==> src/rtl/window_pixel_clip_alpha_blit_core_macros.svh <==
// Assertion helpers shared by the blit core files.
`ifndef WINDOW_PIXEL_CLIP_ALPHA_BLIT_CORE_MACROS_SVH
`define WINDOW_PIXEL_CLIP_ALPHA_BLIT_CORE_MACROS_SVH

`ifndef SYNTH

// same-cycle implication, off during reset
`define WPCAB_ASSERT(label, ant, cons) \
   label: assert property (@(posedge clock) disable iff (reset) (ant) |-> (cons)) \
      else $error("wpcab assertion failed");

// next-cycle implication, off during reset
`define WPCAB_ASSERT_NEXT(label, ant, cons) \
   label: assert property (@(posedge clock) disable iff (reset) (ant) |=> (cons)) \
      else $error("wpcab assertion failed");

`else

`define WPCAB_ASSERT(label, ant, cons)
`define WPCAB_ASSERT_NEXT(label, ant, cons)

`endif

`endif

==> src/rtl/wpcab_pkg.sv <==
`default_nettype none
package wpcab_pkg;

   localparam int MaxDimension = 4096;
   localparam int DimWidth     = 13;
   localparam int PosWidth     = 12;
   localparam int IndexWidth   = 24;
   localparam int PixelWidth   = 32;
   localparam int SumWidth     = 16;
   localparam int RegIdxWidth  = 3;

   localparam logic [RegIdxWidth-1:0] RegScreenWidth  = 3'd0;
   localparam logic [RegIdxWidth-1:0] RegScreenHeight = 3'd1;
   localparam logic [RegIdxWidth-1:0] RegWindowX      = 3'd2;
   localparam logic [RegIdxWidth-1:0] RegWindowY      = 3'd3;
   localparam logic [RegIdxWidth-1:0] RegTransparent  = 3'd4;

   localparam logic [DimWidth-1:0] ResetScreenWidth  = 13'd640;
   localparam logic [DimWidth-1:0] ResetScreenHeight = 13'd480;

   localparam logic [7:0] AlphaFull = 8'hFF;
   localparam logic [7:0] AlphaNone = 8'h00;

   // stage load enables, one per pipeline register rank
   typedef struct packed {
      logic load1;
      logic load2;
      logic load3;
   } wpcab_stage_type;

   typedef struct packed {
      logic [DimWidth-1:0]        disp_width;
      logic [DimWidth-1:0]        disp_height;
      logic signed [DimWidth-1:0] window_x;
      logic signed [DimWidth-1:0] window_y;
      logic                       transparent_mode;
   } wpcab_cfg_type;

   function automatic logic [DimWidth-1:0] clamp_dim(input logic [DimWidth-1:0] v);
      logic [DimWidth-1:0] lim;
      lim = DimWidth'(MaxDimension);
      return (v > lim) ? lim : v;
   endfunction

   // exact floor(s/255) for s up to 255*255
   function automatic logic [7:0] div255(input logic [SumWidth-1:0] s);
      logic [SumWidth:0] t;
      t = {1'b0, s} + (SumWidth+1)'(1) + {9'b0, s[15:8]};
      return t[15:8];
   endfunction

endpackage
`default_nettype wire

==> src/rtl/wpcab_pos.sv <==
`default_nettype none
`include "window_pixel_clip_alpha_blit_core_macros.svh"
module wpcab_pos
   import wpcab_pkg::*;
(
   input  wire logic                    clock,
   input  wire logic                    reset,
   input  wire wpcab_stage_type         stage,
   input  wire wpcab_cfg_type           cfg,
   input  wire logic [PosWidth-1:0]     column,
   input  wire logic [PosWidth-1:0]     row,
   output logic                         on_screen,
   output logic [IndexWidth-1:0]        row_base,
   output logic [PosWidth-1:0]          screen_x
);

   logic signed [DimWidth:0] sx_in;
   logic signed [DimWidth:0] sy_in;
   logic [DimWidth-1:0]      sw_in;
   logic [DimWidth-1:0]      sh_in;
   logic                     on1_in;
   logic                     on1_ff;
   logic [PosWidth-1:0]      sx1_ff;
   logic [PosWidth-1:0]      sy1_ff;
   logic [DimWidth-1:0]      sw1_ff;
   logic [IndexWidth:0]      prod_in;
   logic                     on2_ff;
   logic [IndexWidth-1:0]    prod2_ff;
   logic [PosWidth-1:0]      sx2_ff;

   always_comb begin
      sw_in  = clamp_dim(cfg.disp_width);
      sh_in  = clamp_dim(cfg.disp_height);
      sx_in  = $signed({cfg.window_x[DimWidth-1], cfg.window_x})
               + $signed({2'b00, column});
      sy_in  = $signed({cfg.window_y[DimWidth-1], cfg.window_y})
               + $signed({2'b00, row});
      on1_in = !sx_in[DimWidth] && (sx_in[DimWidth-1:0] < sw_in)
               && !sy_in[DimWidth] && (sy_in[DimWidth-1:0] < sh_in);
      prod_in = (IndexWidth+1)'(sy1_ff) * (IndexWidth+1)'(sw1_ff);
   end

   always_ff @(posedge clock) begin
      if (stage.load1) begin
         on1_ff <= on1_in;
         sx1_ff <= sx_in[PosWidth-1:0];
         sy1_ff <= sy_in[PosWidth-1:0];
         sw1_ff <= sw_in;
      end
      if (stage.load2) begin
         on2_ff   <= on1_ff;
         prod2_ff <= prod_in[IndexWidth-1:0];
         sx2_ff   <= sx1_ff;
      end
   end

   assign on_screen = on2_ff;
   assign row_base  = prod2_ff;
   assign screen_x  = sx2_ff;

   // an on-screen position always lies below the clamped width
   `WPCAB_ASSERT(a_pos_x_in_range, stage.load1 && on1_in,
                 {1'b0, sx_in[PosWidth-1:0]} < sw_in)

endmodule
`default_nettype wire

==> src/rtl/wpcab_mix.sv <==
`default_nettype none
module wpcab_mix
   import wpcab_pkg::*;
(
   input  wire logic                    clock,
   input  wire wpcab_stage_type         stage,
   input  wire logic                    transparent_mode,
   input  wire logic [PixelWidth-1:0]   fg,
   input  wire logic [PixelWidth-1:0]   bg,
   output logic                         pixel_write,
   output logic [PixelWidth-1:0]        pixel
);

   logic [7:0]          alpha;
   logic [SumWidth-1:0] sum_in [3];
   logic                pass_in;
   logic                write_in;
   logic [SumWidth-1:0] sum1_ff [3];
   logic [PixelWidth-1:0] fg1_ff;
   logic                pass1_ff;
   logic                write1_ff;
   logic [PixelWidth-1:0] pix_in;
   logic [PixelWidth-1:0] pix2_ff;
   logic                write2_ff;

   always_comb begin
      alpha = fg[31:24];
      for (int c = 0; c < 3; c++) begin
         sum_in[c] = SumWidth'(fg[8*c +: 8]) * SumWidth'(alpha)
                   + SumWidth'(bg[8*c +: 8]) * SumWidth'(AlphaFull - alpha);
      end
      pass_in  = !transparent_mode || (alpha == AlphaFull);
      write_in = !transparent_mode || (alpha != AlphaNone);
      pix_in   = pass1_ff ? fg1_ff
                 : {AlphaFull, div255(sum1_ff[2]), div255(sum1_ff[1]), div255(sum1_ff[0])};
   end

   always_ff @(posedge clock) begin
      if (stage.load1) begin
         for (int c = 0; c < 3; c++) begin
            sum1_ff[c] <= sum_in[c];
         end
         fg1_ff    <= fg;
         pass1_ff  <= pass_in;
         write1_ff <= write_in;
      end
      if (stage.load2) begin
         pix2_ff   <= pix_in;
         write2_ff <= write1_ff;
      end
   end

   assign pixel_write = write2_ff;
   assign pixel       = pix2_ff;

endmodule
`default_nettype wire

==> src/rtl/window_pixel_clip_alpha_blit_core.sv <==
// Channel   Ports                                     Direction
// req       req_valid/req_ready, pixel, position      in, one pixel word
// rsp       rsp_valid/rsp_ready, write, index, pixel  out, one result word
// csr       csr_valid/csr_ready, csr_index, csr_wdata in, register write
//
// Three register stages: position add and clip with channel products, then
// row times pitch with the divide by 255, then index add and output select.
// One word per clock while rsp is ready; an accepted word passes each
// stage register in order, and the last one drives rsp_valid.
// Each stage loads when empty or when the stage after it moves, so a stall
// on rsp backs up through the stages without loss or repeat.
// Reset is synchronous; it clears the valid bits and loads register defaults.
`default_nettype none
`include "window_pixel_clip_alpha_blit_core_macros.svh"
module window_pixel_clip_alpha_blit_core
   import wpcab_pkg::*;
(
   input  wire logic                    clock,
   input  wire logic                    reset,
   input  wire logic                    req_valid,
   output logic                         req_ready,
   input  wire logic [PixelWidth-1:0]   req_window_pixel,
   input  wire logic [PixelWidth-1:0]   req_dest_pixel,
   input  wire logic [PosWidth-1:0]     req_column,
   input  wire logic [PosWidth-1:0]     req_row,
   input  wire logic                    req_last_in_window,
   output logic                         rsp_valid,
   input  wire logic                    rsp_ready,
   output logic                         rsp_write_enable,
   output logic [IndexWidth-1:0]        rsp_dest_index,
   output logic [PixelWidth-1:0]        rsp_out_pixel,
   output logic                         rsp_last_out,
   input  wire logic                    csr_valid,
   output logic                         csr_ready,
   input  wire logic [RegIdxWidth-1:0]  csr_index,
   input  wire logic [DimWidth-1:0]     csr_wdata
);

   wpcab_cfg_type   cfg_ff;
   wpcab_cfg_type   cfg_in;
   wpcab_stage_type stage;

   logic v1_ff, v2_ff, v3_ff;
   logic rdy1, rdy2, rdy3;
   logic last1_ff, last2_ff, last3_ff;
   logic on2;
   logic [IndexWidth-1:0] row_base2;
   logic [PosWidth-1:0]   sx2;
   logic                  pix_write2;
   logic [PixelWidth-1:0] pix2;
   logic                  we_in;
   logic                  we3_ff;
   logic [IndexWidth-1:0] idx_in;
   logic [IndexWidth-1:0] idx3_ff;
   logic [PixelWidth-1:0] pix_in;
   logic [PixelWidth-1:0] pix3_ff;

   assign csr_ready = 1'b1;

   always_comb begin
      cfg_in = cfg_ff;
      if (csr_valid) begin
         case (csr_index)
            RegScreenWidth:  cfg_in.disp_width       = csr_wdata;
            RegScreenHeight: cfg_in.disp_height      = csr_wdata;
            RegWindowX:      cfg_in.window_x         = $signed(csr_wdata);
            RegWindowY:      cfg_in.window_y         = $signed(csr_wdata);
            RegTransparent:  cfg_in.transparent_mode = csr_wdata[0];
            default:         cfg_in = cfg_ff;
         endcase
      end
   end

   always_ff @(posedge clock) begin
      if (reset) begin
         cfg_ff.disp_width       <= ResetScreenWidth;
         cfg_ff.disp_height      <= ResetScreenHeight;
         cfg_ff.window_x         <= '0;
         cfg_ff.window_y         <= '0;
         cfg_ff.transparent_mode <= 1'b0;
      end else begin
         cfg_ff <= cfg_in;
      end
   end

   // ready ripples back from the output register
   always_comb begin
      rdy3 = !v3_ff || rsp_ready;
      rdy2 = !v2_ff || rdy3;
      rdy1 = !v1_ff || rdy2;
      stage.load1 = rdy1;
      stage.load2 = rdy2;
      stage.load3 = rdy3;
   end

   assign req_ready = rdy1;

   always_ff @(posedge clock) begin
      if (reset) begin
         v1_ff <= 1'b0;
         v2_ff <= 1'b0;
         v3_ff <= 1'b0;
      end else begin
         if (rdy1) v1_ff <= req_valid;
         if (rdy2) v2_ff <= v1_ff;
         if (rdy3) v3_ff <= v2_ff;
      end
   end

   wpcab_pos u_pos (
      .clock     (clock),
      .reset     (reset),
      .stage     (stage),
      .cfg       (cfg_ff),
      .column    (req_column),
      .row       (req_row),
      .on_screen (on2),
      .row_base  (row_base2),
      .screen_x  (sx2)
   );

   wpcab_mix u_mix (
      .clock            (clock),
      .stage            (stage),
      .transparent_mode (cfg_ff.transparent_mode),
      .fg               (req_window_pixel),
      .bg               (req_dest_pixel),
      .pixel_write      (pix_write2),
      .pixel            (pix2)
   );

   always_comb begin
      we_in  = on2 && pix_write2;
      idx_in = we_in ? (row_base2 + IndexWidth'(sx2)) : '0;
      pix_in = we_in ? pix2 : '0;
   end

   always_ff @(posedge clock) begin
      if (stage.load1) last1_ff <= req_last_in_window;
      if (stage.load2) last2_ff <= last1_ff;
      if (stage.load3) begin
         last3_ff <= last2_ff;
         we3_ff   <= we_in;
         idx3_ff  <= idx_in;
         pix3_ff  <= pix_in;
      end
   end

   assign rsp_valid        = v3_ff;
   assign rsp_write_enable = we3_ff;
   assign rsp_dest_index   = idx3_ff;
   assign rsp_out_pixel    = pix3_ff;
   assign rsp_last_out     = last3_ff;

   `WPCAB_ASSERT(a_no_write_zero, rsp_valid && !rsp_write_enable,
                 rsp_dest_index == '0 && rsp_out_pixel == '0)
   `WPCAB_ASSERT(a_transparent_opaque_alpha,
                 rsp_valid && rsp_write_enable && cfg_ff.transparent_mode,
                 rsp_out_pixel[31:24] == AlphaFull)
   `WPCAB_ASSERT_NEXT(a_mid_stage_holds, v2_ff && !rdy2, v2_ff)
   `WPCAB_ASSERT_NEXT(a_accept_fills_stage1, req_valid && req_ready, v1_ff)

endmodule
`default_nettype wire

==> config.mk <==
export PLATFORM = sky130hd
export DESIGN_NAME = window_pixel_clip_alpha_blit_core
export DESIGN_NICKNAME = d
export VERILOG_FILES = /design/src/rtl/wpcab_pkg.sv /design/src/rtl/wpcab_pos.sv /design/src/rtl/wpcab_mix.sv /design/src/rtl/window_pixel_clip_alpha_blit_core.sv
export VERILOG_INCLUDE_DIRS = /design/src /design/src/rtl
export SDC_FILE = /design/constraint.sdc
export NUM_CORES = 2
export LEC_CHECK = 0
export BUFFER_PORTS_ARGS = -buffer_cell sky130_fd_sc_hd__buf_2
export CORE_MARGIN = 5
export CORE_UTILIZATION = 58
export CTS_BUF_LIST = sky130_fd_sc_hd__clkbuf_16
export DETAILED_ROUTE_END_ITERATION = 16
export GPL_ROUTABILITY_DRIVEN = 0
export PLACE_DENSITY = 0.82
export SYNTH_ARGS = -nofsm -noshare
export SYNTH_HDL_FRONTEND = slang
export SYNTH_SLANG_ARGS = --single-unit
==> constraint.sdc <==
create_clock -name clock -period 6.6 [get_ports clock]
set_clock_uncertainty 0.1 [all_clocks]
set_input_delay 0.66 -clock clock [delete_from_list [all_inputs] [get_ports clock]]
set_output_delay 0.66 -clock clock [all_outputs]
set_load 0.02 [all_outputs]
==> qor.yml <==
run_status:
  status: "complete, no violations"
yosys:
  ys.flop_type: "edfxtp_1"
  synth_common_cells: "inv_1 (607), fa_1 (400), nand2_1 (377)"
  ys_seq_area_share_pct: 27.4
  synthArstFlopShare_pct: 0
  ys_seq_elements: 306
  synthCells: 3172
  synth_area_um2: 31500
  synth.most_common_cell: "inv_1"
  synth.distinct_cells: 67
  yosys-top-cells-area: "fa_1 (25%), edfxtp_1 (24%), ha_1 (13%), inv_1 (7.2%), nand2_1 (4.5%)"
  synth-edff-count: 250
  syn_avg_cell_area_um2: 9.93
  yosysTopAreaCellShare_pct: 25.4
  ys_warn_count: 0
  synth_top_area_cell: "fa_1"
pwr:
  p_sw_mw: 5.54
  sw_frac_of_total_pct: 43.0
  combPwrFrac_pct: 62.2
  p_int_mw: 7.35
  powerDensity_nw_per_um2: 376
  finalPower_mw: 12.9
  p_leak_nw: 16.6
  peakVddDrop_mv: 0.427
  power.share.clock_pct: 14.2
  seq_power_share_pct: 23.7
run:
  cap_violations: 0
place:
  dpl.hpwl_mm: 53.3
  io_buffer_count: 161
  pre_cts_slack_ps: 266
  dp_cells: 3967
min_path:
  holdPathEnd: "last1_ff"
  whs_path_depth: 1
  hold_path.class: "in2reg"
  min_from: "req_last_in_window"
setup_path:
  crit_path_top_delay_cell: "buf_2"
  reg2regPathDepth: 17
  critical-path-max-stage-delay_ps: 570
  r2r-end: "u_pos.row_base[22]"
  path_common_cell: "fa_1"
  reg2reg_slack_ps: 900
  crit_fanout: 25
  critPathKind: "in2reg"
  cp_cell_sequence: "buf_2 -> buf_12 -> buf_4 -> nor2b_1 -> fa_1 -> inv_1 -> fa_1 -> fa_1 -> fa_1 -> fa_1 -> fa_1 -> inv_1 -> ha_1 -> a21oi_1 -> a21boi_0 -> o21ai_0 -> nand2b_1 -> a21o_1 -> a21oi_1 -> xnor2_1"
  endpoint_kind: "flop"
  cp.required_ps: 6790
  arrival_ps: 6010
  rr_startpoint: "u_pos.sy1_ff[3]"
  start_kind: "input pin"
clock_tree:
  ctsLongestPathBuffers: 3
  clk_latency_ps: 570
  cts.hold.buffers_added: 0
  cts_buffers: 34
  cts_tree: "yes"
  path_clk_slew_ps: 60
  cts_setup_buffers: 0
  htree_levels: 2
  cts_root_buffer: "clkbuf_16"
  cts_resized: 0
  clkSinkCount: 306
timing:
  rsz0062_at_grt: "no"
  worst_slack_ps: 781
  relSlewSlack_pct: 34.7
  hold_violations: 0
  setup_violations: 0
  final_max_slew_viol_count: 0
  post-route-period-util_pct: 88.2
  worstMarginPinSlew_ps: 980
  setup_tns_ps: 0
  max_freq_mhz: 172
  fin_crit_ps: 5820
grt:
  antenna_found_initial: 4
  grt_usage_pct: 23.4
  grt_pass1_vias: 22800
  grt_overflow: 0
  grt_max_degree: 72
  grt_first_pass_wirelength_mm: 113
detailed_routing:
  drt_iter0_drc: 1413
  vias: 21900
  via_per_inst: 5.43
  wire_per_inst_um: 16.9
  antenna_left: 0
  drt_wl_total_mm: 68.2
  drt-pass1-iter-count: 6
  drc_errors: 0
final_layout:
  stdcell_count: 4029
  fin_nets: 4144
  synthToLayoutAreaGrowth_pct: 8.66
  drive_above_1_share_pct: 8.08
  fillers: 4226
  fin_util_pct: 63.6
floorplanning:
  dieArea_um2: 59100
  die_h_um: 243
  fp-row-count: 85
  io_pins: 171
  initial_utilization_pct: 58.5
  core-area_um2: 53800
  die_w_um: 243
==> layer usage <==
metal	wire, µm	track usage [%]
met4	1940	6.66
met2	32900	39.7
met1	29000	31.4
met3	4390	4.16
met5	21	0
==> cell type report <==
cell class                 count  area [µm²]  area share (%)
inverter                     607        2280            6.66
timing repair buffer         196        1120            3.27
multi-input combinational   2162       20200            59.1
antenna                        2        5.00          0.0146
tap                          696         871            2.54
clock inverter                26         244           0.713
sequential                   306        8630            25.2
clock buffer                  34         851            2.49
==> logic make-up (layout without fill, tap and decap cells) <==
family / Yosys count / after routing / synth area share (%)
other: 2 / 6 / 0.0238
buffers and inverters: 706 / 863 / 8.43
adders and majority gates: 727 / 727 / 38.4
xor gates and xnor gates: 124 / 124 / 3.45
and+or+nand+nor: 982 / 982 / 15.7
muxes: 6 / 6 / 0.203
AOI/OAI and AO/OA: 319 / 319 / 6.38
DFF: 306 / 306 / 27.4
==> flip-flops by register name (all words and copies together) (netlist names), 12 cells and up <==
signal,count
u_pos.sw1_ff,13
cfg_ff,53
u_mix.fg1_ff,32
rsp_dest_index,24
u_pos.screen_x,12
u_mix.sum1_ff,48
u_mix.pixel,32
u_pos.sy1_ff,12
u_pos.sx1_ff,12
u_pos.row_base,24
rsp_out_pixel,32
==> stage by stage <==
stage	hold WS [ps]	area, µm²
6_report	187	34200
3_5_place_dp	306	33100
2_1_floorplan	300	31500
5_1_grt	171	34200
4_1_cts	166	34200
3_3_place_gp	303	33100
==> worst max-delay path by stage <==
stage,from,endpoint,slack (ps),cells past startpoint
after CTS,req_window_pixel[30],u_mix.sum1_ff[0][15],860,20
final,req_window_pixel[30],u_mix.sum1_ff[0][15],780,20
after floorplan,req_window_pixel[25],u_mix.sum1_ff[0][30],510,19
after detailed placement,req_window_pixel[30],u_mix.sum1_ff[0][15],270,20
after global routing,req_window_pixel[30],u_mix.sum1_ff[0][13],510,19
after global placement,req_window_pixel[27],u_mix.sum1_ff[0][47],360,18
==> critical path, delay by kind of cell <==
family	cells	cell delay, ps
adder cells (fa/ha/maj)	7	3300
XOR/XNOR	1	110
AND/OR/NAND/NOR	2	170
buffers and inverters	5	1030
AO/OA/AOI/OAI	5	740
==> placed cells by master, fill, tap and decap left out, types with 23 or more instances in the layout <==
| cell | n |
|---|---|
| buf_4 | 31 |
| dfxtp_1 | 56 |
| xnor2_1 | 82 |
| buf_2 | 161 |
| nand2_1 | 376 |
| inv_1 | 609 |
| o21ai_0 | 69 |
| and3_1 | 43 |
| clkbuf_16 | 34 |
| edfxtp_1 | 250 |
| nand3_1 | 23 |
| and2_1 | 158 |
| xor2_1 | 42 |
| a21o_1 | 27 |
| nor2_1 | 90 |
| nor2b_1 | 144 |
| ha_1 | 327 |
| nand2b_1 | 85 |
| fa_1 | 400 |
| a21oi_1 | 121 |
==> power by group through the flow <==
stage,combinational [mW],sequential [mW],clock [mW]
2_1_floorplan,6.26,3.03,0
3_3_place_gp,7.64,3.07,0
3_5_place_dp,7.97,3.08,0
4_1_cts,8.03,3.04,1.87
5_1_grt,9.22,3.08,1.96
6_report,8.01,3.05,1.83
No activity file was read; power rests on OpenSTA's default activity.
